===== config.mk =====
export PLATFORM = sky130hd
export DESIGN_NAME = csi_coeff
export DESIGN_NICKNAME = d
export VERILOG_FILES = /design/src/rtl/cubic_spline_interpolator_macros.svh /design/src/rtl/csi_coeff.sv
export SDC_FILE = /design/constraint.sdc
export NUM_CORES = 1
export LEC_CHECK = 0
export BUFFER_PORTS_ARGS = -buffer_cell sky130_fd_sc_hd__buf_2
export CORE_AREA = 2 2 355 269
export DETAILED_ROUTE_END_ITERATION = 10
export DIE_AREA = 0 0 357 271
export GPL_TIMING_DRIVEN = 0
export HOLD_SLACK_MARGIN = 0.03
export SYNTH_ARGS = -nofsm -noshare
export SYNTH_HDL_FRONTEND = slang
export SYNTH_SLANG_ARGS = --single-unit

===== constraint.sdc =====
create_clock -name clk_i -period 9.9 [get_ports clk_i]
set_input_delay 1.485 -clock clk_i [delete_from_list [all_inputs] [get_ports clk_i]]
set_output_delay 1.485 -clock clk_i [all_outputs]
set_load 0.05 [all_outputs]

===== src/rtl/cubic_spline_interpolator_macros.svh =====
// ============================================================================
// Cubic spline interpolator assertion macros
// Concurrent assertion forms for the interpolator top-level design file.
// ============================================================================
`ifndef CUBIC_SPLINE_INTERPOLATOR_MACROS_SVH
`define CUBIC_SPLINE_INTERPOLATOR_MACROS_SVH

// The consequent must hold in the same cycle as the antecedent.
`define CSI_ASSERT_IMPL(lbl, clk, rst_n, ante, cons) \
  lbl: assert property (@(posedge clk) disable iff (!rst_n) (ante) |-> (cons)) \
    else $error("cubic spline interpolator assertion failed");

// The consequent must hold in the cycle after the antecedent.
`define CSI_ASSERT_NEXT(lbl, clk, rst_n, ante, cons) \
  lbl: assert property (@(posedge clk) disable iff (!rst_n) (ante) |=> (cons)) \
    else $error("cubic spline interpolator assertion failed");

`endif


===== src/rtl/csi_coeff.sv =====
// ============================================================================
// Cubic spline interpolator coefficient stage
// Forms twice the polynomial coefficients for the value and the slope.
// ============================================================================
module csi_coeff #(
  parameter int PW = 32,
  parameter int F  = 16
) (
  input  logic                 clk_i,
  input  logic                 en_i,
  input  logic [F:0]           weight_i,
  input  logic signed [PW+2:0] p_i,
  input  logic signed [PW+2:0] c_i,
  input  logic signed [PW+2:0] n_i,
  input  logic signed [PW+2:0] f_i,
  input  logic                 lin_i,
  output logic [F:0]           weight_o,
  output logic signed [PW+8:0] ca_o,
  output logic signed [PW+8:0] sca_o,
  output logic signed [PW+8:0] cb_o,
  output logic signed [PW+8:0] cc_o,
  output logic signed [PW+8:0] cd_o,
  output logic                 lin_o
);

  localparam int CW = PW + 9;

  logic signed [CW-1:0] p_e, c_e, n_e, f_e;
  logic signed [CW-1:0] ca_c, cb_c;

  logic [F:0]           weight_d, weight_q;
  logic signed [CW-1:0] ca_d, sca_d, cb_d, cc_d, cd_d;
  logic signed [CW-1:0] ca_q, sca_q, cb_q, cc_q, cd_q;
  logic                 lin_d, lin_q;

  assign p_e = CW'(p_i);
  assign c_e = CW'(c_i);
  assign n_e = CW'(n_i);
  assign f_e = CW'(f_i);

  assign ca_c = f_e - p_e + (c_e <<< 1) + c_e - ((n_e <<< 1) + n_e);
  assign cb_c = (p_e <<< 1) - ((c_e <<< 2) + c_e) + (n_e <<< 2) - f_e;

  assign weight_d = weight_i;
  assign ca_d     = lin_i ? '0 : ca_c;
  assign sca_d    = lin_i ? '0 : (ca_c <<< 1) + ca_c;
  assign cb_d     = lin_i ? '0 : cb_c;
  assign cc_d     = lin_i ? ((n_e - c_e) <<< 1) : (n_e - p_e);
  assign cd_d     = c_e <<< 1;
  assign lin_d    = lin_i;

  always_ff @(posedge clk_i) begin
    if (en_i) begin
      weight_q <= weight_d;
      ca_q     <= ca_d;
      sca_q    <= sca_d;
      cb_q     <= cb_d;
      cc_q     <= cc_d;
      cd_q     <= cd_d;
      lin_q    <= lin_d;
    end
  end

  assign weight_o = weight_q;
  assign ca_o     = ca_q;
  assign sca_o    = sca_q;
  assign cb_o     = cb_q;
  assign cc_o     = cc_q;
  assign cd_o     = cd_q;
  assign lin_o    = lin_q;

endmodule


# After elaboration in Yosys (flattened, before gate mapping)
# Index checks and enable logic that the tools add are counted.
[op_classes]
n_addsub = 12
n_mux = 1
[op_table]
columns = ["op", "n"]
rows = [
  ["subtractor 35 x 35 -> 36 bit", 3],
  ["adder 37 x 35 -> 38 bit", 2],
  ["adder 40 x 39 -> 41 bit", 1],
  ["2-to-1 mux 41 bit", 1],
  ["subtractor 40 x 35 -> 41 bit", 1],
  ["adder 39 x 37 -> 40 bit", 1],
  ["subtractor 36 x 38 -> 39 bit", 1],
  ["subtractor 38 x 37 -> 39 bit", 1],
  ["adder 36 x 35 -> 37 bit", 1],
  ["adder 36 x 36 -> 37 bit", 1],
]
[totals]
register_bits = 215
input_bits = 160
output_inout_bits = 223
elab_cells = 21

# Longest topological paths before layout
[depth]
ltp_word = 5
ltp_mapped = 30
ltp_nobuf = 30

# Worst setup path after synthesis
# OpenSTA, ideal clock, no wires.
[synth_timing]
kind = "input to register"
start = "input port c_i[6]"
end = "register sca_q[34] (netlist: sca_o[34]) (data pin)"
setup_ns = 0.262
arrival_ns = 7.256
required_ns = 9.638
path_slack_ns = 2.382
cell_stages = 28
n_path_buf = 1
path_cell_list = "inv_1 -> fa_1 -> inv_1 -> fa_1 -> inv_1 -> fa_1 -> inv_1 -> ha_1 -> buf_6 -> a211oi_2 -> o21bai_1 -> o21ai_0 -> o21ai_0 -> a21o_1 -> a21oi_1 -> xnor2_1 -> ha_1 -> nand2_1 -> o21ai_0 -> o21a_1 -> o21ai_0 -> o211ai_1 -> or4b_1 -> and4_4 -> o41ai_4 -> a21oi_2 -> o21bai_2 -> mux2_1"
[synth_via]
elab_chain_cells = 4
[synth_lines]
columns = ["element", "line", "rtl"]
rows = [
  ["start: declaration", "csi_coeff.sv:13", "input logic signed [PW+2:0] c_i,"],
  ["adder 36 x 36 -> 37 bit", "csi_coeff.sv:41", "assign ca_c = f_e - p_e + (c_e <<< 1) + c_e - ((n_e <<< 1) + n_e);"],
  ["adder 37 x 35 -> 38 bit (*)", "csi_coeff.sv:41", ""],
  ["subtractor 38 x 37 -> 39 bit (*)", "csi_coeff.sv:41", ""],
  ["net ca_c[16]", "csi_coeff.sv:29", "logic signed [CW-1:0] ca_c, cb_c;"],
  ["adder 40 x 39 -> 41 bit (*)", "csi_coeff.sv:46", "assign sca_d = lin_i ? '0 : (ca_c <<< 1) + ca_c;"],
  ["end signal: assignment", "csi_coeff.sv:56", "sca_q <= sca_d;"],
  ["end: declaration", "csi_coeff.sv:33", "logic signed [CW-1:0] ca_q, sca_q, cb_q, cc_q, cd_q;"],
]
# Mark *: on every way through the listed nets, which the timed path passes. The rest lies on a longest branch.
# A chain may end at the register's enable or synchronous reset.

# Worst setup path in the final report
[layout_timing]
start = "input port c_i[7]"
end = "register sca_q[34] (netlist: sca_o[34]) (data pin)"
# Same word-level chain as after synthesis.

==> impl_metrics.csv <==
group,metric,value,unit
yosys,synth_area_leaders,"edfxtp_1, fa_1, ha_1",
critical_path,critPathMaxStageDelay,0.77,ns
timing,tightest_slew,1.23,ns
yosys,synthFlopType,"edfxtp_1",
run_status,status,"finished, final reports clean",
floorplan,start_util,25.0,%
yosys,postSynth.asyncResetShare,0,%
yosys,ys_types,91,
timing,whs,1.07,ns
clock_network,hold_buffers,0,
yosys,synth_seq_area_share,27.0,%
critical_path,critPathRequiredTime,10.23,ns
placement,pre_cts_ws,0.625,ns
yosys,synth_warnings,0,
detailed_routing,dr.pass1.iters,5,
yosys,synth_fp_nets,2927,
floorplan,dieArea,96700,um^2
timing,hold_violations,0,
critical_path,slowest_stage,"xnor2_1",
clock_network,cts.repair.resized,0,
worst_hold_path,min_path_cells,1,
global_routing,grt_pass1_wl,112000,um
yosys,syn_area_per_cell,10.1,um^2
layout,drive_above_1_share,17.9,%
layout,nets,3341,
layout,multi_input_area,15200,um^2
global_routing,antenna_found_initial,22,
clock_network,postCtsSetupBuffers,0,
floorplan,core_area,93000,um^2
clock_network,path_clk_slew,0.06,ns
worst_hold_path,min-delay-start,"weight_i[3]",
yosys,syn-instance-count,2292,
detailed_routing,ant_nets,0,
worst_hold_path,holdPathEnd,"weight_o[3]",
clock_network,numCtsBuffers,29,
timing,setup_viol,0,
global_routing,grt-ovfl-total,0,
detailed_routing,vias,17738,
yosys,yosysMostFrequentCell,"inv_1",
yosys,synth_area,23200,um^2
detailed_routing,drc,0,
critical_path,start_kind,"input port",
yosys,synth_enable_flop_cells,209,
yosys,synthTopCellsByCount,"inv_1, fa_1, ha_1, edfxtp_1, nor2_1",
floorplan,io_pins,383,
timing,maxSlewViolCount,0,
clock_network,tritoncts,"yes",
floorplan,die_x,357,um
detailed_routing,wire_per_inst,18.9,um
clock_network,htreeDepth,1,
layout,num-fill-cells,9807,
placement,gp_congestion,0.871,
layout,ff_latch_area,6280,um^2
timing,rsz0062_at_grt,"no",
timing,finalCriticalPeriod,8.73,ns
critical_path,crit_arrival,9.07,ns
job,drv_cap,0,
placement,hpwl,63400,um
critical_path,critical_path_class,"in2reg",
layout,syn2layout_area_growth,19.2,%
timing,finalSetupTns,0,ns
yosys,synth.largest_area_cell,"edfxtp_1",
floorplan,die_h,271,um
worst_hold_path,hp-class,"in2reg",
critical_path,crit_fanout,7,
detailed_routing,drt_iter0_drc,1255,
detailed_routing,drt_wl_total,75000,um
clock_network,cts_buffer_depth,3,
critical_path,endpoint_kind,"register",
clock_network,cts-root-buf,"clkbuf_16",
timing,layout_setup_ws,1.17,ns
clock_network,clkSinkCount,209,
timing,relSlewSlack,17.7,%
global_routing,grt_pass1_vias,17875,
detailed_routing,viasPerCell,4.47,
global_routing,grt_start_max_net_pins,108,
yosys,ys_ff_latch,209,
timing,min_period_over_period,88.2,%
placement,portBuffers,381,
yosys,synth_top_area_share,27.0,%
layout,final_area,27700,um^2
floorplan,num_rows,97,
placement,place_area,26700,um^2
global_routing,grt_usage,15.3,%
timing,fmax,115,MHz
[final cells by class]
cell class	instances	area share (%)
Antenna cell	7	0.0633
Multi-Input combinational cell	1656	55.1
Buffer	53	1.05
Inverter	374	5.08
Sequential cell	209	22.7
Tap cell	1237	5.60
Clock buffer	30	2.64
Clock inverter	22	0.642
Timing Repair Buffer	383	7.13
[critical path, delay by kind of cell]
kind	cells	cell delay (ns)
adder cells (fa/ha/maj)	5	2.19
AND/OR/NAND/NOR	5	1.12
AO/OA/AOI/OAI	10	2.52
multiplexers	1	0.34
XOR/XNOR	1	0.77
buffers and inverters	4	0.62
[routing by layer]
metal	share of wire [%]	up-vias	GRT usage (%)
met5	0.23	-	0
met4	1.7	28	2.54
met3	7.1	79	4.03
met2	45	479	24.5
met1	46	8525	21.0
li1	-	8627	-
[placed cells by master (no fill, tap or decap), types with 78 or more instances in the layout]
master and count:
a21oi_1 143, nor2_1 182, o21ai_0 92, buf_2 384, inv_1 372, fa_1 250
nand2_1 78, edfxtp_1 209, ha_1 225, xnor2_1 94
[stage by stage]
| step | utilization, % | instances |
|---|---|---|
| after floorplan | - | 2292 |
| after global placement | 28.7 | 3910 |
| after detailed placement | 28.8 | 3912 |
| after CTS | 29.7 | 3964 |
| after global routing | 29.7 | 3969 |
| final | 29.7 | 3971 |
[flip-flops by register name, indices dropped and copies added (netlist names)]
signal    count
weight_o     17
cb_o         41
cc_o         37
lin_o         1
sca_o        39
cd_o         35
ca_o         39
[worst max-delay path by stage]
stage	from	endpoint	slack, ns	cells after the start
6_report	c_i[7]	sca_o[34]	1.17	26
5_1_grt	c_i[7]	sca_o[34]	0.72	26
4_1_cts	c_i[7]	sca_o[34]	1.28	26
3_5_place_dp	c_i[7]	sca_o[34]	0.63	26
3_3_place_gp	c_i[7]	sca_o[34]	0.70	26
2_1_floorplan	c_i[6]	sca_o[34]	2.38	28
[logic make-up after synthesis]
family                     share of synthesized area [%]
and+or+nand+nor                                     10.8
AOI/OAI and AO/OA                                   14.4
adders and majority gates                           33.7
buffers and inverters                               7.28
DFF                                                 27.0
xor gates and xnor gates                            5.88
muxes                                              0.890
other                                             0.0162
Power is not shown: default switching activity piles up to over one toggle a cycle in this logic, so the estimate is an artifact.
