**src/rtl/cubic_spline_interpolator_macros.svh**
```systemverilog
// ============================================================================
// Cubic spline interpolator assertion macros
// Concurrent assertion forms for the interpolator top-level design file.
// ============================================================================
`ifndef CUBIC_SPLINE_INTERPOLATOR_MACROS_SVH
`define CUBIC_SPLINE_INTERPOLATOR_MACROS_SVH

// The consequent must hold in the same cycle as the antecedent.
`define CSI_ASSERT_IMPL(lbl, clk, rst_n, ante, cons) \
  lbl: assert property (@(posedge clk) disable iff (!rst_n) (ante) |-> (cons)) \
    else $error("cubic spline interpolator assertion failed");

// The consequent must hold in the cycle after the antecedent.
`define CSI_ASSERT_NEXT(lbl, clk, rst_n, ante, cons) \
  lbl: assert property (@(posedge clk) disable iff (!rst_n) (ante) |=> (cons)) \
    else $error("cubic spline interpolator assertion failed");

`endif

```
**src/rtl/csi_pkg.sv**
```systemverilog
// ============================================================================
// Cubic spline interpolator package
// Fixed constants shared by the interpolator interfaces and modules.
// ============================================================================
package csi_pkg;

  localparam int OUT_W    = 51;
  localparam int OUT_FRAC = 16;

  localparam int TURN_BITS     = 16;
  localparam int STEP_HI_LIMIT = 32'sh8001;
  localparam int STEP_LO_LIMIT = -32'sh8000;

  localparam logic signed [OUT_W-1:0] OUT_MAX = {1'b0, {(OUT_W-1){1'b1}}};
  localparam logic signed [OUT_W-1:0] OUT_MIN = {1'b1, {(OUT_W-1){1'b0}}};

  typedef logic signed [OUT_W-1:0] out_word_t;

endpackage

```
**src/rtl/csi_unwrap.sv**
```systemverilog
// ============================================================================
// Cubic spline interpolator unwrap stage
// Clamps the weight and unwraps the control points as 16-bit angles.
// ============================================================================
module csi_unwrap #(
  parameter int PW = 32,
  parameter int F  = 16
) (
  input  logic                 clk_i,
  input  logic                 en_i,
  input  logic [F:0]           weight_i,
  input  logic signed [PW-1:0] point_before_i,
  input  logic signed [PW-1:0] point_start_i,
  input  logic signed [PW-1:0] point_end_i,
  input  logic signed [PW-1:0] point_after_i,
  input  logic                 wrap_angles_i,
  input  logic                 linear_mode_i,
  output logic [F:0]           weight_o,
  output logic signed [PW+2:0] p_o,
  output logic signed [PW+2:0] c_o,
  output logic signed [PW+2:0] n_o,
  output logic signed [PW+2:0] f_o,
  output logic                 lin_o
);

  localparam int UW = PW + 3;
  localparam logic [F:0]         ONE     = {1'b1, {F{1'b0}}};
  localparam logic signed [PW:0] STEP_HI = (PW+1)'(csi_pkg::STEP_HI_LIMIT);
  localparam logic signed [PW:0] STEP_LO = (PW+1)'(csi_pkg::STEP_LO_LIMIT);

  function automatic logic signed [1:0] turn_step(input logic signed [PW:0] d);
    logic signed [1:0] r;
    priority if (d >= STEP_HI) begin
      r = -2'sd1;
    end else if (d < STEP_LO) begin
      r = 2'sd1;
    end else begin
      r = 2'sd0;
    end
    return r;
  endfunction

  logic signed [PW:0] d1, d2, d3;
  logic signed [1:0]  s1, s2, s3;
  logic signed [2:0]  k1, k2, k3;

  logic [F:0]           weight_d, weight_q;
  logic signed [UW-1:0] p_d, c_d, n_d, f_d;
  logic signed [UW-1:0] p_q, c_q, n_q, f_q;
  logic                 lin_d, lin_q;

  // The offsets of earlier points cancel in each later difference.
  assign d1 = (PW+1)'(point_start_i) - (PW+1)'(point_before_i);
  assign d2 = (PW+1)'(point_end_i) - (PW+1)'(point_start_i);
  assign d3 = (PW+1)'(point_after_i) - (PW+1)'(point_end_i);

  assign s1 = wrap_angles_i ? turn_step(d1) : 2'sd0;
  assign s2 = wrap_angles_i ? turn_step(d2) : 2'sd0;
  assign s3 = wrap_angles_i ? turn_step(d3) : 2'sd0;

  assign k1 = 3'(s1);
  assign k2 = k1 + 3'(s2);
  assign k3 = k2 + 3'(s3);

  assign weight_d = (weight_i > ONE) ? ONE : weight_i;
  assign p_d      = UW'(point_before_i);
  assign c_d      = UW'(point_start_i) + (UW'(k1) <<< csi_pkg::TURN_BITS);
  assign n_d      = UW'(point_end_i) + (UW'(k2) <<< csi_pkg::TURN_BITS);
  assign f_d      = UW'(point_after_i) + (UW'(k3) <<< csi_pkg::TURN_BITS);
  assign lin_d    = linear_mode_i;

  always_ff @(posedge clk_i) begin
    if (en_i) begin
      weight_q <= weight_d;
      p_q      <= p_d;
      c_q      <= c_d;
      n_q      <= n_d;
      f_q      <= f_d;
      lin_q    <= lin_d;
    end
  end

  assign weight_o = weight_q;
  assign p_o      = p_q;
  assign c_o      = c_q;
  assign n_o      = n_q;
  assign f_o      = f_q;
  assign lin_o    = lin_q;

endmodule

```
**config.mk**
```make
export PLATFORM = sky130hd
export DESIGN_NAME = csi_unwrap
export DESIGN_NICKNAME = d
export VERILOG_FILES = /design/src/rtl/cubic_spline_interpolator_macros.svh /design/src/rtl/csi_pkg.sv /design/src/rtl/csi_unwrap.sv
export SDC_FILE = /design/constraint.sdc
export NUM_CORES = 1
export LEC_CHECK = 0
export BUFFER_PORTS_ARGS = -buffer_cell sky130_fd_sc_hd__buf_2
export CORE_ASPECT_RATIO = 0.6
export CORE_MARGIN = 2
export CORE_UTILIZATION = 42
export CTS_CLUSTER_SIZE = 12
export DETAILED_ROUTE_END_ITERATION = 10
export GPL_ROUTABILITY_DRIVEN = 1
export PLACE_DENSITY_LB_ADDON = 0.12
export SYNTH_ARGS = -nofsm -noshare
export SYNTH_HDL_FRONTEND = slang
export SYNTH_SLANG_ARGS = --single-unit
```
**constraint.sdc**
```tcl
create_clock -name clk_i -period 10.36 [get_ports clk_i]
set_input_delay 0.518 -clock clk_i [delete_from_list [all_inputs] [get_ports clk_i]]
set_output_delay 0.518 -clock clk_i [all_outputs]
set_load 0.02 [all_outputs]
```
# [Word level (Yosys, flattened, before mapping)]
# Index checks and enable logic that the tools add are counted.
[word_totals] register_bits=155 in_bits=149 output_inout_bits=158 wordCells=30
[op_classes] n_addsub=8 order_cmp=7 n_mux=9
[op_table] cell="$ge 33x17->1 const B" n=3
[op_table] cell="$lt 33x16->1 const B" n=3
[op_table] cell="$sub 32x32->33" n=3
[op_table] cell="$add 32x19->33" n=2
[op_table] cell="$add 32x18->33" n=1
[op_table] cell="$gt 17x17->1 const B" n=1
[op_table] cell="$mux 2" n=6
[op_table] cell="$add 2x2->3" n=1
[op_table] cell="$add 3x2->3" n=1
[op_table] cell="$mux 1" n=3

# [Depth between registers and ports, before layout]
[logic_depth] word_depth=8 ltp_mapped=29 ltp_nobuf=29

# [Least setup slack after synthesis]
# Ideal clock, no wire load.
[synth_timing] kind="input -> register" from="input port point_before_i[11]" to="register f_q[28], in the netlist f_o[28], data pin" setup_time_ns=0.259 arrival_ns=7.372 required_time_ns=10.101 path_slack_ns=2.729 cell_stages=27 path_buffers=0 path_cell_list="inv_1 > ha_1 > a21o_1 > a21o_1 > or3_1 > o21a_1 > a2111oi_0 > o21a_1 > a211oi_1 > nand4bb_1 > nor3_1 > nor2_1 > fa_1 > fa_1 > xnor2_1 > xnor2_1 > ha_1 > nor2b_1 > o21ai_0 > a21boi_0 > o21ai_0 > a21boi_0 > o21ai_0 > a21oi_1 > or3_1 > a21oi_1 > xnor2_1"
[synth_via] elab_chain_len=8
[synth_lines] element="from (decl)" line_no="csi_unwrap.sv:12" rtl="input logic signed [PW-1:0] point_before_i,"
[synth_lines] element="$sub 32x32->33 *" line_no="csi_unwrap.sv:53" rtl="assign d1 = (PW+1)'(point_start_i) - (PW+1)'(point_before_i);"
[synth_lines] element="$lt 33x16->1" line_no="csi_unwrap.sv:35" rtl="end else if (d < STEP_LO) begin"
[synth_lines] element="$mux 1" line_no="csi_unwrap.sv:35"
[synth_lines] element="$mux 2 *" line_no="csi_unwrap.sv:33" rtl="priority if (d >= STEP_HI) begin"
[synth_lines] element="$mux 2 *" line_no="csi_unwrap.sv:57" rtl="assign s1 = wrap_angles_i ? turn_step(d1) : 2'sd0;"
[synth_lines] element="$add 2x2->3 *" line_no="csi_unwrap.sv:62" rtl="assign k2 = k1 + 3'(s2);"
[synth_lines] element="$add 3x2->3 *" line_no="csi_unwrap.sv:63" rtl="assign k3 = k2 + 3'(s3);"
[synth_lines] element="$add 32x19->33 *" line_no="csi_unwrap.sv:69" rtl="assign f_d = UW'(point_after_i) + (UW'(k3) <<< csi_pkg::TURN_BITS);"
[synth_lines] element="via f_d[28]" line_no="csi_unwrap.sv:48" rtl="logic signed [UW-1:0] p_d, c_d, n_d, f_d;"
[synth_lines] element="to (signal assigned)" line_no="csi_unwrap.sv:78" rtl="f_q <= f_d;"
[synth_lines] element="to (decl)" line_no="csi_unwrap.sv:49" rtl="logic signed [UW-1:0] p_q, c_q, n_q, f_q;"
# Mark *: on every way through the listed nets, which the timed path passes. The rest lies on a longest branch.
# A chain may end at the register's enable or synchronous reset.

# [Worst setup path after layout]
[layout_timing] from="input port point_start_i[0]" to="register f_q[30], in the netlist f_o[30], data pin"
[layout_via] elab_chain_len=8
[layout_lines] element="from (decl)" line_no="csi_unwrap.sv:13" rtl="input logic signed [PW-1:0] point_start_i,"
[layout_lines] element="$sub 32x32->33 (on tied branches)" line_no="csi_unwrap.sv:53, csi_unwrap.sv:54"
[layout_lines] element="$lt 33x16->1" line_no="csi_unwrap.sv:35"
[layout_lines] element="$mux 1" line_no="csi_unwrap.sv:35"
[layout_lines] element="$mux 2" line_no="csi_unwrap.sv:33"
[layout_lines] element="$mux 2 (on tied branches)" line_no="csi_unwrap.sv:57, csi_unwrap.sv:58"
[layout_lines] element="$add 2x2->3 *" line_no="csi_unwrap.sv:62"
[layout_lines] element="$add 3x2->3 *" line_no="csi_unwrap.sv:63"
[layout_lines] element="$add 32x19->33 *" line_no="csi_unwrap.sv:69"
[layout_lines] element="via f_d[30]" line_no="csi_unwrap.sv:48"
# Marked as above.

==> metrics.sh <==
WORST_HOLD_PATH_TYPE='input port to flop'
PATH_CLK_SLEW_NS=0.07
SYN_NETS=1857
MAX-CAP-VIOLATIONS=0
INITIALDRTVIOLATIONCOUNT=1121
POST_CTS_RESIZED=0
TIGHTESTPINTRANSITION_NS=0.929
YOSYS.AREA.TOP_TYPE='edfxtp_1'
SETUP_VIOL=0
IO_BUFFERS=306
SYNTH_CELL_TYPE_COUNT=82
GRT_USE_MET3_PCT=5.86
AREA_DELTA_SYNTH_FINAL_PCT=17.8
OVERFLOW=0
AVGSYNTHCELLAREA_UM2=8.93
SETUP.WORST_PATH.CLASS='input port to flop'
GRT_FIRST_PASS_WIRELENGTH_UM=67500
TRACK_USAGE_PCT=25.5
DETAIL_ROUTE.WL_PER_CELL_UM=19.5
LEAKAGE_uW=0.00739
DIE-AREA_UM2=34500
POWER.SWITCHING_FRACTION_PCT=39.5
WORST_EP_ARRIVAL_TIME_NS=8.06
POST-SYNTH-TOP-COUNT-CELL='inv_1'
SLEW_HEADROOM_PCT=38.1
TRITONCTS_CLOCK_TREE='done'
FILLCELLCOUNT=3123
YOSYS_REGISTER_BITS=149
CLOCK-SINKS=149
YOSYSSEQAREASHARE_PCT=32.3
PLACE_CONGESTION=0.945
INTERNAL_POWER_uW=1610
CRITPATHCAPTURETYPE='flop'
MAX_FREQ_GHz=0.127
FIN_SETUP_TNS_NS=0
P_CLK_SHARE_PCT=25.1
POST_CTS.REPAIR.SETUP_BUFFERS=0
VIA_PER_INST=5.82
FINALNONFILLERCELLS=2267
NUMBER_OF_ENABLE_FLIP_FLOP_CELLS_AFTER_SYNTHESIS=149
WARNINGS_SYNTHESIS=0
PLACED_CELLS=2235
DP_HPWL_UM=35600
CRITPATHREQUIREDTIME_NS=10.57
CRITPATHSLOWESTCELL='fa_1'
PIN_COUNT=307
GRT_USE_MET2_PCT=37.0
RSZ0062_AT_GRT='false'
CRITPATHLAUNCHTYPE='input port'
MULTIINPUTGATEAREA_UM2=8590
SYNTH_TOP_CELLS_BY_AREA='edfxtp_1 (32%), ha_1 (13%), a21oi_1 (4.2%)'
POSTCTSHOLDBUFS=0
SYNTHARSTFLOPSHARE_PCT=0
CTS_ROOT_BUF='clkbuf_16'
WORSTHOLDSTART='linear_mode_i'
AREA.SEQUENTIAL_UM2=4470
GRT_MAX_DEGREE=84
VIAS=13200
POWER.SHARE.SEQUENTIAL_PCT=30.8
WORSTPATHMAXFANOUT=14
SWITCHING_POWER_uW=1050
SYNTH.CELL_AREA_UM2=13900
CRIT_PATH_START='point_start_i[0]'
FINAL_LAYOUT_SIZE_SUFFIX_GT1_SHARE_PCT=20.4
POWER_AFTER_LAYOUT_uW=2660
PLACEMENTROWS=51
DIE_WIDTH_UM=239
TOTALWIRELENGTH_UM=44300
GLOBALROUTEMET1UTIL_PCT=38.2
POSTSYNTH.TOPFLOPCELL='edfxtp_1'
DIEHEIGHT_UM=145
DESIGN.CORE.AREA_UM2=32500
INSERTEDDIODECOUNT=0
GRT_ANTENNA_BEFORE_REPAIR=0
MIN_CLOCK_PERIOD_POST_ROUTE_NS=7.85
CTS_MADE_BUFFERS=17
RUN_STATUS='complete, no violations'
POWER_PER_CELL_AREA_nW_PER_UM2=163
SYNTHDOMINANTCELLAREASHARE_PCT=32.3
ANT_NETS=0
PERIOD_SHARE_PCT=75.8
PWR-SHARE-COMB_PCT=44.1
WORST_IR_DROP_VDD_mV=0.112
FINAL_HOLD_VIOL_COUNT=0
LARGEST_STAGE_DELAY_WORST_PATH_NS=0.58
DP_SLACK_NS=2.01
FINAL-MAX-SLEW-VIOLATION-COUNT=0
FLOORPLAN.INITIALDENSITY_PCT=42.7
DR.PASS1.ITERS=6
VIAS_IN_THE_FIRST_GLOBAL_ROUTE=12200
COMMONEST_CELLS_IN_THE_SYNTHESIZED_NETLIST='inv_1 (150), edfxtp_1 (149), ha_1 (146)'
GRT_MOST_USED_LAYER='met1'
SETUP_SLACK_NS=2.51
CTSLONGESTPATHBUFFERS=2
NNETSFINAL=2134
SYNTHESIS.INSTANCES=1553
HTREEDEPTH=4
DRC=0
## layout by cell type, fill, tap and decap left out, types with 10 or more instances in the layout
master and n:
buf_2 305, inv_1 150, edfxtp_1 149, ha_1 146
a21oi_1 117, nor2_1 93, nand2_1 89, o21ai_0 66
a21o_1 57, nand3_1 56, xnor2_1 52, nor3_1 43
nor2b_1 39, nand4_1 29, or3_1 27, a211oi_1 26
xor2_1 26, and3_1 22, o21bai_1 19, a31oi_1 18
o21a_1 18, clkbuf_16 17, and2_1 14, nor4_1 14
nand2b_1 14, o2111ai_1 13, o31ai_1 11, o31a_1 11
a2111oi_0 10, or2_2 10, mux2i_1 10
## final cells by class
cell class,count,area share [%]
Multi-Input combinational cell,1201,52.6
Sequential cell,149,27.4
Timing Repair Buffer,309,9.55
Inverter,152,3.49
Tap cell,424,3.25
Clock buffer,17,2.60
Clock inverter,15,1.12
## registers in the layout (all words and copies together), names as in the netlist
signal	count
c_o	33
f_o	33
lin_o	1
p_o	32
weight_o	17
n_o	33
## final timing paths
path,to,slack [ns],cells after the start
setup / recovery,f_o[30]$_DFFE_PP_,2.51,31
hold / removal,lin_o$_DFFE_PP_,0.24,1
## logic make-up after synthesis
family,Yosys count,synth area share (%)
AND/OR/NAND/NOR,485,18.2
flip-flops,149,32.3
multiplexers,12,0.884
adder cells (fa/ha/maj),155,14.5
XOR/XNOR,78,4.93
buffers and inverters,203,5.77
AO/OA/AOI/OAI,471,23.5
## critical path: cells and delay by family
kind	cells	cell delay (ns)
AOI/OAI and AO/OA	14	3.21
xor gates and xnor gates	3	0.39
adders and majority gates	6	2.27
buffers and inverters	3	0.36
and+or+nand+nor	5	1.31
## per-layer routing
metal  vias to the layer above  routed length [µm]
met4                         0                 434
met2                       463               18300
met1                      6298               22400
li1                       6405                   -
met5                         -                   0
met3                        31                3190
## stage by stage
| stage | hold WS, ns | instance area, µm² | utilization, % |
|---|---|---|---|
| 6_report | 0.236 | 16300 | 50.3 |
| 5_1_grt | 0.214 | 16300 | 50.3 |
| 4_1_cts | 0.218 | 16300 | 50.3 |
| 3_5_place_dp | 0.705 | 15700 | 48.4 |
| 3_3_place_gp | 0.694 | 15700 | 48.4 |
| 2_1_floorplan | 0.617 | 13900 | - |
## power groups by stage
| stage | clock network [µW] | logic [µW] | registers (µW) |
|---|---|---|---|
| 2_1_floorplan | 0 | 698 | 967 |
| 3_3_place_gp | 0 | 1160 | 835 |
| 3_5_place_dp | 0 | 1160 | 835 |
| 4_1_cts | 682 | 1170 | 823 |
| 5_1_grt | 706 | 1290 | 832 |
| 6_report | 668 | 1170 | 821 |
(Power assumes the default switching activity.)
