### src/rtl/cubic_spline_interpolator_macros.svh
// ============================================================================
// Cubic spline interpolator assertion macros
// Concurrent assertion forms for the interpolator top-level design file.
// ============================================================================
`ifndef CUBIC_SPLINE_INTERPOLATOR_MACROS_SVH
`define CUBIC_SPLINE_INTERPOLATOR_MACROS_SVH

// The consequent must hold in the same cycle as the antecedent.
`define CSI_ASSERT_IMPL(lbl, clk, rst_n, ante, cons) \
  lbl: assert property (@(posedge clk) disable iff (!rst_n) (ante) |-> (cons)) \
    else $error("cubic spline interpolator assertion failed");

// The consequent must hold in the cycle after the antecedent.
`define CSI_ASSERT_NEXT(lbl, clk, rst_n, ante, cons) \
  lbl: assert property (@(posedge clk) disable iff (!rst_n) (ante) |=> (cons)) \
    else $error("cubic spline interpolator assertion failed");

`endif

### src/rtl/csi_pkg.sv
// ============================================================================
// Cubic spline interpolator package
// Fixed constants shared by the interpolator interfaces and modules.
// ============================================================================
package csi_pkg;

  localparam int OUT_W    = 51;
  localparam int OUT_FRAC = 16;

  localparam int TURN_BITS     = 16;
  localparam int STEP_HI_LIMIT = 32'sh8001;
  localparam int STEP_LO_LIMIT = -32'sh8000;

  localparam logic signed [OUT_W-1:0] OUT_MAX = {1'b0, {(OUT_W-1){1'b1}}};
  localparam logic signed [OUT_W-1:0] OUT_MIN = {1'b1, {(OUT_W-1){1'b0}}};

  typedef logic signed [OUT_W-1:0] out_word_t;

endpackage

### src/rtl/csi_round.sv
// ============================================================================
// Cubic spline interpolator rounding unit
// Rounds a wide numerator to nearest, ties upward, and saturates to 51 bits.
// ============================================================================
module csi_round #(
  parameter int IN_W  = 91,
  parameter int SHIFT = 33
) (
  input  logic signed [IN_W-1:0] num_i,
  output csi_pkg::out_word_t     result_o
);

  localparam int XW = ((IN_W + 1) > (csi_pkg::OUT_W + 1 + SHIFT)) ?
                      (IN_W + 1) : (csi_pkg::OUT_W + 1 + SHIFT);
  localparam logic signed [XW-1:0] HALF  = XW'(1) <<< (SHIFT - 1);
  localparam logic signed [XW-1:0] X_MAX = XW'(csi_pkg::OUT_MAX);
  localparam logic signed [XW-1:0] X_MIN = XW'(csi_pkg::OUT_MIN);

  logic signed [XW-1:0] biased;
  logic signed [XW-1:0] scaled;

  assign biased = XW'(num_i) + HALF;
  assign scaled = biased >>> SHIFT;

  always_comb begin
    priority if (scaled > X_MAX) begin
      result_o = csi_pkg::OUT_MAX;
    end else if (scaled < X_MIN) begin
      result_o = csi_pkg::OUT_MIN;
    end else begin
      result_o = scaled[csi_pkg::OUT_W-1:0];
    end
  end

endmodule

### config.mk
export PLATFORM = sky130hd
export DESIGN_NAME = csi_round
export DESIGN_NICKNAME = d
export VERILOG_FILES = /design/src/rtl/cubic_spline_interpolator_macros.svh /design/src/rtl/csi_pkg.sv /design/src/rtl/csi_round.sv
export SDC_FILE = /design/constraint.sdc
export NUM_CORES = 1
export LEC_CHECK = 0
export BUFFER_PORTS_ARGS = -buffer_cell sky130_fd_sc_hd__buf_2
export CAP_MARGIN = 20
export CORE_MARGIN = 1.5
export CORE_UTILIZATION = 30
export DETAILED_ROUTE_END_ITERATION = 10
export PLACE_DENSITY_LB_ADDON = 0.25
export SETUP_SLACK_MARGIN = 0.05
export SLEW_MARGIN = 20
export SYNTH_ARGS = -nofsm -noshare
export SYNTH_HDL_FRONTEND = slang
export SYNTH_SLANG_ARGS = --single-unit
### constraint.sdc
create_clock -name vclk -period 5
set_clock_uncertainty 0.1 [all_clocks]
set_input_delay 0.75 -clock vclk [all_inputs]
set_output_delay 0.75 -clock vclk [all_outputs]
set_load 0.05 [all_outputs]
## Word level (Yosys, flattened, before mapping)

Index checks and enable logic that the tools add are counted.

| operators by class | value |
|---|---|
| add/subtract/negate cells | 1 |
| magnitude comparators | 2 |
| muxes and demuxes | 2 |

Operators by type and width:

| cell | count |
|---|---|
| 2-to-1 mux 51 bit | 2 |
| adder 91 x 34 -> 92 bit, second input constant | 1 |
| > comparator 59 x 51 -> 1 bit, second input constant | 1 |
| < comparator 59 x 51 -> 1 bit, second input constant | 1 |

| word-level totals | value |
|---|---|
| bits in registers | 0 |
| input port bits | 91 |
| logic and storage cells | 5 |

## Logic depth before layout (Yosys ltp)

Gate-level depths: netlist of run 1.

| logic depth | value |
|---|---|
| depth in word-level cells | 4 |
| depth in mapped cells | 10 |
| depth with buffers taken out | 8 |

## Least setup slack after synthesis of run 1

OpenSTA, ideal clock, no wires.

| path | value |
|---|---|
| kind | input port to output port |
| from | in num_i[50] |
| to | out result_o[10] |
| arrival time | 3.724 ns |
| data required time | 4.150 ns |
| setup slack | 0.426 ns |
| stages | 9 |
| path buffers | 2 |
| cell sequence | clkbuf_1 > nand3_1 > or4_4 > nor4_4 > xnor2_1 > a211oi_2 > a31oi_1 > clkbuf_1 > o21ai_0 |

| on the way | value |
|---|---|
| cells in the longest elaborated chain, start to end | 4 |
| elaborated cells on any way between the ends | 5 |

Ends and longest elaborated chain:

| element | line | source |
|---|---|---|
| start: declaration | csi_round.sv:9 | `input logic signed [IN_W-1:0] num_i,` |
| adder 91 x 34 -> 92 bit * | csi_round.sv:22 | `assign biased = XW'(num_i) + HALF;` |
| < comparator 59 x 51 -> 1 bit | csi_round.sv:28 | `end else if (scaled < X_MIN) begin` |
| 2-to-1 mux 51 bit | csi_round.sv:28 |  |
| 2-to-1 mux 51 bit * | csi_round.sv:26 | `priority if (scaled > X_MAX) begin` |
| end: declaration | csi_round.sv:10 | `output csi_pkg::out_word_t result_o` |

Mark *: on every way between the ends. The rest lies on a longest branch, timed or not.

## Final worst setup path of run 1

| path | value |
|---|---|
| from | in num_i[66] |
| to | out result_o[23] |

Same word-level chain as after synthesis.

==> impl_metrics.csv, run 1 <==
group,metric,value,unit
placement,dp.cells,443,
floorplanning,io_pins,142,
placement,hpwl,4650,um
setup_path,slowest_delay,530,ps
power,powerDensity,103,nW/um^2
final_layout,instances_no_fill,443,
power,ir_drop,0.0607,mV
setup_path,cp_cell_sequence,"buf_2 > and4_1 > nand4_1 > or2_1 > or4_1 > a211oi_2 > a31oi_4 > buf_12 > o21ai_0 > buf_2",
detailed_routing,wl,5570,um
global_route,grt_busiest_layer,"met2",
global_route,grt_pass1_vias,2122,
setup_path,critPathKind,"input pin to output pin",
final_layout,nNetsFinal,465,
yosys,synth-simple-area-share,43.7,%
yosys,synth_top_area_share,15.8,%
yosys,synth_top_family_by_area,"simple AND/OR/NAND/NOR gates",
global_route,met3_usage,0.914,%
hold_path,min_path_type,"input pin to output pin",
detailed_routing,post_drt_wl_per_cell,12.6,um
yosys,synth_cells,270,
sta,tightest_slew,766,ps
detailed_routing,drtIter0Drc,100,
detailed_routing,drc,0,
final_layout,diodes,0,
final_layout,seq_cell_count,0,
floorplanning,rows,27,
yosys,synth_compound_area_share,22.6,%
sta,setup_viol,0,
global_route,grt_pass1_wl,9050,um
yosys,avgSynthCellArea,6.55,um^2
sta,max_slew_margin,48.5,%
setup_path,crit_start,"num_i[66]",
setup_path,crit_end,"result_o[23]",
setup_path,cp_max_fo,39,
final_layout,area_growth,35.4,%
floorplanning,dieWidth,79.8,um
yosys,yosysMostFrequentCell,"o21ai_0",
yosys,synth_fa_ha_area_share,0.707,%
hold_path,hold_start,"num_i[81]",
setup_path,startpoint_type,"input pin",
global_route,grt_use_met2,32.5,%
yosys,synth_cell_types,41,
status,outcome,"finished, final reports clean",
placement,globalplace.congestion,0.830,
yosys,ys_top_cells_by_area,"xnor2_1 (16%), o21ai_0 (10%), xor2_1 (10%)",
setup_path,worstPathArrival,3590,ps
sta,hold_viol,0,
setup_path,crit_slowest_cell,"or4_1",
yosys,syn_nets,362,
sta,finalMaxSlewViolations,0,
global_route,antenna_found_initial,0,
sta,rsz0062_at_grt,"no",
setup_path,endpoint_kind,"output pin",
clock_network,cts-resized-gates,0,
global_route,grt_max_degree,40,
sta,fmax,0.225,GHz
yosys,syn_area,1770,um^2
detailed_routing,route.vias.total,2271,
floorplanning,initial_core_util,31.5,%
sta,period_needed,4440,ps
yosys,seq_area_frac_synth,0,%
setup_path,required,4150,ps
floorplanning,chipHeight,79.8,um
yosys,yosysTopAreaCell,"xnor2_1",
floorplanning,dieArea,6370,um^2
final_layout,n_clock_buffer,0,
detailed_routing,routed_via_density,5.13,
yosys,ys_top_cells_by_count,"o21ai_0 (37), xnor2_1 (32), nand2_1 (28)",
floorplanning,core_area,5610,um^2
final_layout,seq_area,0,um^2
global_route,met1_usage,21.3,%
global_route,grt_usage,16.7,%
final_layout,layout-drive-gt1-share,38.0,%
detailed_routing,dr.pass1.iters,4,
clock_network,post_cts_buffers,0,
placement,port_buffers,110,
power,p_leak,0.901,nW
setup_path,crit_top_cell,"buf_2",
sta,period_share,88.9,%
detailed_routing,drt.antenna.violating_nets,0,
yosys,synth.area.mux_share,0.566,%
global_route,grt.overflow.total,0,
run,maxCapViolations,0,
sta,tns,0,ps
yosys,synth_xor_area_share,26.2,%
clock_network,ctsHoldBuffers,0,
yosys,yosysWarnings,0,
-- per-layer routing --
metal	share of wire (%)	vias to the layer above
met2	48	57
li1	-	1184
met5	0	-
met4	0	0
met3	4.6	0
met1	47	1030
-- cell families after synthesis --
kind of cell | after synthesis
buffers and inverters | 23
AO/OA/AOI/OAI | 63
multiplexers | 1
adder cells (fa/ha/maj) | 1
XOR/XNOR | 53
AND/OR/NAND/NOR | 129
-- cells in the final DEF (no fill, tap or decap), types with 2 or more instances in the layout --
cell type | netlist | final
o21ai_2 | 10 | 10
and3_1 | 7 | 7
nand4_1 | 14 | 14
xor2_1 | 21 | 21
nor4_4 | 3 | 3
o21ai_1 | 4 | 4
nor3_1 | 12 | 12
or3_1 | 2 | 2
or4_1 | 3 | 3
nand4_2 | 2 | 2
buf_2 | 1 | 110
buf_4 | 0 | 3
o31ai_1 | 3 | 3
nand2_1 | 28 | 28
xnor2_1 | 32 | 32
nand3_1 | 18 | 18
nand4_4 | 2 | 2
inv_1 | 10 | 10
nor4_1 | 2 | 2
or4_4 | 2 | 2
o21ai_0 | 37 | 37
and4_1 | 5 | 5
nor2_1 | 21 | 21
or2_2 | 3 | 3
o211ai_1 | 2 | 2
-- area by class of cell --
cell class	count	area (um^2)
Fill cell	647	3210
Multi-Input combinational cell	247	1670
Timing Repair Buffer	114	593
Tap cell	72	90.1
Inverter	10	37.5
-- worst min path at each step --
stage | cells after the start | endpoint | slack [ps]
after floorplan | 2 | result_o[43] | 1690
after global placement | 4 | result_o[48] | 1860
after detailed placement | 4 | result_o[47] | 1880
after CTS | 4 | result_o[47] | 1880
after global routing | 4 | result_o[48] | 1900
final | 4 | result_o[48] | 1870
-- worst max-delay path: cells and delay by family --
family                 cells  cell delay [ps]
and+or+nand+nor            4             1350
buffers and inverters      3              680
AOI/OAI and AO/OA          3              800
-- report_power, final --
| part | internal (mW) | total, mW | switching [mW] | leakage [nW] |
|---|---|---|---|---|
| Sequential | 0 | 0 | 0 | 0 |
| Clock | 0 | 0 | 0 | 0 |
| Combinational | 0.0674 | 0.246 | 0.178 | 0.901 |
| Total | 0.0674 | 0.246 | 0.178 | 0.901 |
-- through the flow --
| stage | total power, mW | area (um^2) | hold WS (ps) | setup slack [ps] | utilization, % |
|---|---|---|---|---|---|
| after detailed placement | 0.246 | 2390 | 1880 | 543 | 42.7 |
| final | 0.246 | 2390 | 1870 | 555 | 42.7 |
| after global routing | 0.263 | 2390 | 1900 | 378 | 42.7 |
| after floorplan | 0.166 | 1770 | 1690 | 426 | - |
| after CTS | 0.247 | 2390 | 1880 | 541 | 42.7 |
| after global placement | 0.245 | 2390 | 1860 | 558 | 42.7 |
No activity file was read; power rests on OpenSTA's default activity.
==> run 2: changes to the inputs <==
Settings changed: CORE_UTILIZATION 30 to 45.
==> impl_metrics.csv, run 2 (synthesized netlist as in run 1, its figures left out) <==
group,metric,value,unit
power,ir_drop,0.0734,mV
final_layout,layout-drive-gt1-share,38.5,%
sta,tns,0,ps
setup_path,required,4150,ps
floorplanning,core_area,3720,um^2
clock_network,ctsHoldBuffers,0,
floorplanning,initial_core_util,47.6,%
sta,hold_viol,0,
final_layout,area_growth,34.9,%
final_layout,n_fill_cell,379,
setup_path,startpoint_type,"input pin",
placement,port_buffers,110,
setup_path,slowest_delay,500,ps
global_route,grt_pass1_vias,2190,
power,powerDensity,104,nW/um^2
setup_path,critPathKind,"input pin to output pin",
final_layout,multiInputGateArea,1670,um^2
detailed_routing,drtIter0Drc,182,
sta,fmax,0.223,GHz
global_route,grt_max_degree,33,
detailed_routing,post_drt_wl_per_cell,12.7,um
power,p_leak,0.915,nW
final_layout,final_util,64.2,%
floorplanning,dieWidth,65.7,um
run,maxCapViolations,0,
setup_path,worstPathArrival,3640,ps
detailed_routing,wl,5340,um
power,finalPower,0.248,mW
detailed_routing,route.vias.total,2365,
global_route,grt_usage,24.7,%
sta,rsz0062_at_grt,"no",
sta,max_slew_margin,63.6,%
detailed_routing,routed_via_density,5.60,
setup_path,crit_top_cell,"buf_2",
setup_path,cp_cell_sequence,"buf_2 > nand4_2 > nor4_2 > nand4_4 > or4_1 > a211oi_2 > a31oi_4 > buf_4 > o21ai_0 > buf_2",
setup_path,crit_slowest_cell,"or4_1",
hold_path,min_path_type,"input pin to output pin",
global_route,grt_pass1_wl,9110,um
final_layout,n_clock_buffer,0,
floorplanning,dieArea,4320,um^2
final_layout,seq_cell_count,0,
final_layout,final_cell_mix,"buf_2 (110), o21ai_0 (37), xnor2_1 (32)",
global_route,grt.overflow.total,0,
placement,hpwl,4420,um
setup_path,endpoint_kind,"output pin",
detailed_routing,dr.pass1.iters,4,
floorplanning,io_pins,142,
detailed_routing,drc,0,
final_layout,nNetsFinal,468,
floorplanning,chipHeight,65.7,um
floorplanning,rows,22,
final_layout,seq_area,0,um^2
hold_path,worstHoldPathCells,4,
sta,period_needed,4490,ps
final_layout,diodes,0,
sta,finalMaxSlewViolations,0,
clock_network,post_cts_buffers,0,
placement,globalplace.congestion,0.834,
sta,setup_viol,0,
sta,tightest_slew,541,ps
final_layout,final_common_cell,"buf_2",
detailed_routing,drt.antenna.violating_nets,0,
sta,period_share,89.8,%
global_route,antenna_found_initial,0,
clock_network,cts-resized-gates,0,
status,outcome,"finished, final reports clean",
setup_path,cp_max_fo,10,
[run 2: changes by cell type in the layout (fill, tap and decap cells not counted)]
cell,delta
buf_4,+3
[run 2: metrics by stage]
stage	std cells	cell area (um^2)	worst slack, ps	hold WS [ps]
after floorplan	270	1770	426	1690
after global placement	422	2390	569	1860
after detailed placement	422	2390	544	1870
after CTS	422	2390	532	1870
after global routing	422	2390	351	1910
final	422	2390	511	1870
[run 2: worst max-delay path, delay by kind of cell]
kind	cells	cell delay, ps
simple gates	4	1370
compound gates	3	840
buf+inv	3	680
[run 2: power breakdown]
part	total, mW	internal (mW)	switching [mW]
Clock	0	0	0
Sequential	0	0	0
Combinational	0.248	0.0689	0.179
Total	0.248	0.0689	0.179
[run 2: final timing paths]
check       from      endpoint  slack, ps
min    num_i[81]  result_o[48]       1870
max    num_i[53]  result_o[34]        510
[run 2: area by class of cell]
class / count / share of cell area, %
timing repair buffer: 117 / 25.8
tap: 48 / 2.52
multi-input combinational: 247 / 70.1
inverter: 10 / 1.57
[run 2: routing by layer]
metal	up-vias	wire, um	track usage [%]
li1	1195	-	-
met1	1075	2290	31.5
met2	88	2740	47.0
met3	7	271	0.342
met4	0	42	3.13
met5	-	0	0
==> run 3: changes to the inputs <==
Settings changed: REMOVE_ABC_BUFFERS set to 1.
==> impl_metrics.csv, run 3 (synthesized netlist as in run 1, its figures left out) <==
group,metric,value,unit
setup_path,startpoint_type,"input pin",
floorplanning,rows,22,
final_layout,final_cell_mix,"buf_2 (110), o21ai_0 (37), xnor2_1 (32)",
sta,finalMaxSlewViolations,0,
final_layout,multiInputGateArea,1670,um^2
detailed_routing,routed_via_density,5.50,
final_layout,seq_area,0,um^2
final_layout,area_growth,34.1,%
sta,max_slew_margin,67.6,%
global_route,grt_pass1_wl,8600,um
sta,fmax,0.230,GHz
hold_path,worstHoldPathCells,4,
global_route,antenna_found_initial,0,
sta,hold_viol,0,
sta,period_share,87.1,%
final_layout,instances_no_fill,420,
final_layout,nNetsFinal,466,
setup_path,cp_max_fo,49,
power,p_leak,0.906,nW
detailed_routing,drt.antenna.violating_nets,0,
final_layout,diodes,0,
run,maxCapViolations,0,
global_route,grt_max_degree,50,
detailed_routing,drtIter0Drc,103,
floorplanning,core_area,3720,um^2
setup_path,crit_slowest_cell,"or4_1",
power,ir_drop,0.0716,mV
clock_network,ctsHoldBuffers,0,
floorplanning,io_pins,142,
hold_path,hold_start,"num_i[81]",
placement,globalplace.congestion,0.890,
global_route,grt_usage,23.4,%
power,powerDensity,103,nW/um^2
placement,port_buffers,110,
placement,hpwl,4290,um
floorplanning,dieWidth,65.7,um
detailed_routing,route.vias.total,2312,
global_route,grt_pass1_vias,2016,
floorplanning,dieArea,4320,um^2
sta,period_needed,4360,ps
final_layout,n_clock_buffer,0,
final_layout,layout-drive-gt1-share,38.2,%
hold_path,min_path_type,"input pin to output pin",
detailed_routing,dr.pass1.iters,4,
final_layout,design_area,2370,um^2
detailed_routing,post_drt_wl_per_cell,12.3,um
placement,placed_area,2370,um^2
floorplanning,chipHeight,65.7,um
final_layout,n_fill_cell,374,
detailed_routing,drc,0,
setup_path,slowest_delay,520,ps
setup_path,critPathKind,"input pin to output pin",
detailed_routing,wl,5170,um
global_route,grt.overflow.total,0,
setup_path,cp.buffers_inverters,3,
setup_path,cp_cell_sequence,"buf_2 > and4_1 > nand4_1 > or2_1 > or4_1 > a211oi_2 > a31oi_4 > buf_12 > o21ai_0 > buf_2",
sta,setup_viol,0,
setup_path,required,4150,ps
clock_network,cts-resized-gates,0,
hold_path,hold_path_end,"result_o[48]",
final_layout,final_common_cell,"buf_2",
sta,rsz0062_at_grt,"no",
floorplanning,initial_core_util,47.6,%
setup_path,cpLargestDelayFamily,"simple AND/OR/NAND/NOR gates",
setup_path,crit_top_cell,"buf_2",
setup_path,endpoint_kind,"output pin",
sta,tightest_slew,482,ps
clock_network,post_cts_buffers,0,
setup_path,worstPathArrival,3510,ps
sta,hold_ws,1880,ps
placement,dp.cells,420,
final_layout,seq_cell_count,0,
status,outcome,"finished, final reports clean",
==> run 3: worst min-delay path, cell delays in order <==
cell and delay [ps]:
buf_2 90, xnor2_1 140, o21ai_2 50, buf_2 200
==> run 3: stage by stage <==
stage	utilization (%)	worst slack [ps]	TNS [ps]	power [mW]
5_1_grt	63.8	448	0	0.261
6_report	63.8	645	0	0.245
4_1_cts	63.8	678	0	0.246
3_3_place_gp	63.8	647	0	0.244
3_5_place_dp	63.8	683	0	0.245
2_1_floorplan	-	-1180	-50080	0.160
==> run 3: layout make-up <==
type                       instances  area share [%]
timing repair buffer             115            25.3
multi-input combinational        247            70.6
tap                               48            2.53
inverter                          10            1.58
==> run 3: routing by layer <==
metal	track usage (%)	wire [um]	vias to the layer above
met5	0	0	-
met4	0	0	0
met3	1.71	368	0
met2	45.2	2650	75
met1	29.5	2150	1050
li1	-	-	1187
==> run 3: worst max-delay path by stage <==
stage	start	endpoint	slack [ps]	cells past startpoint
2_1_floorplan	num_i[54]	result_o[10]	-1180	7
3_3_place_gp	num_i[53]	result_o[24]	650	10
3_5_place_dp	num_i[44]	result_o[24]	680	10
4_1_cts	num_i[53]	result_o[24]	680	10
5_1_grt	num_i[32]	result_o[4]	450	11
6_report	num_i[66]	result_o[10]	640	10
==> run 3: where the power goes <==
group / internal (mW) / leakage (nW) / total, mW / switching (mW)
Sequential: 0 / 0 / 0 / 0
Clock: 0 / 0 / 0 / 0
Combinational: 0.0679 / 0.906 / 0.245 / 0.177
Total: 0.0679 / 0.906 / 0.245 / 0.177
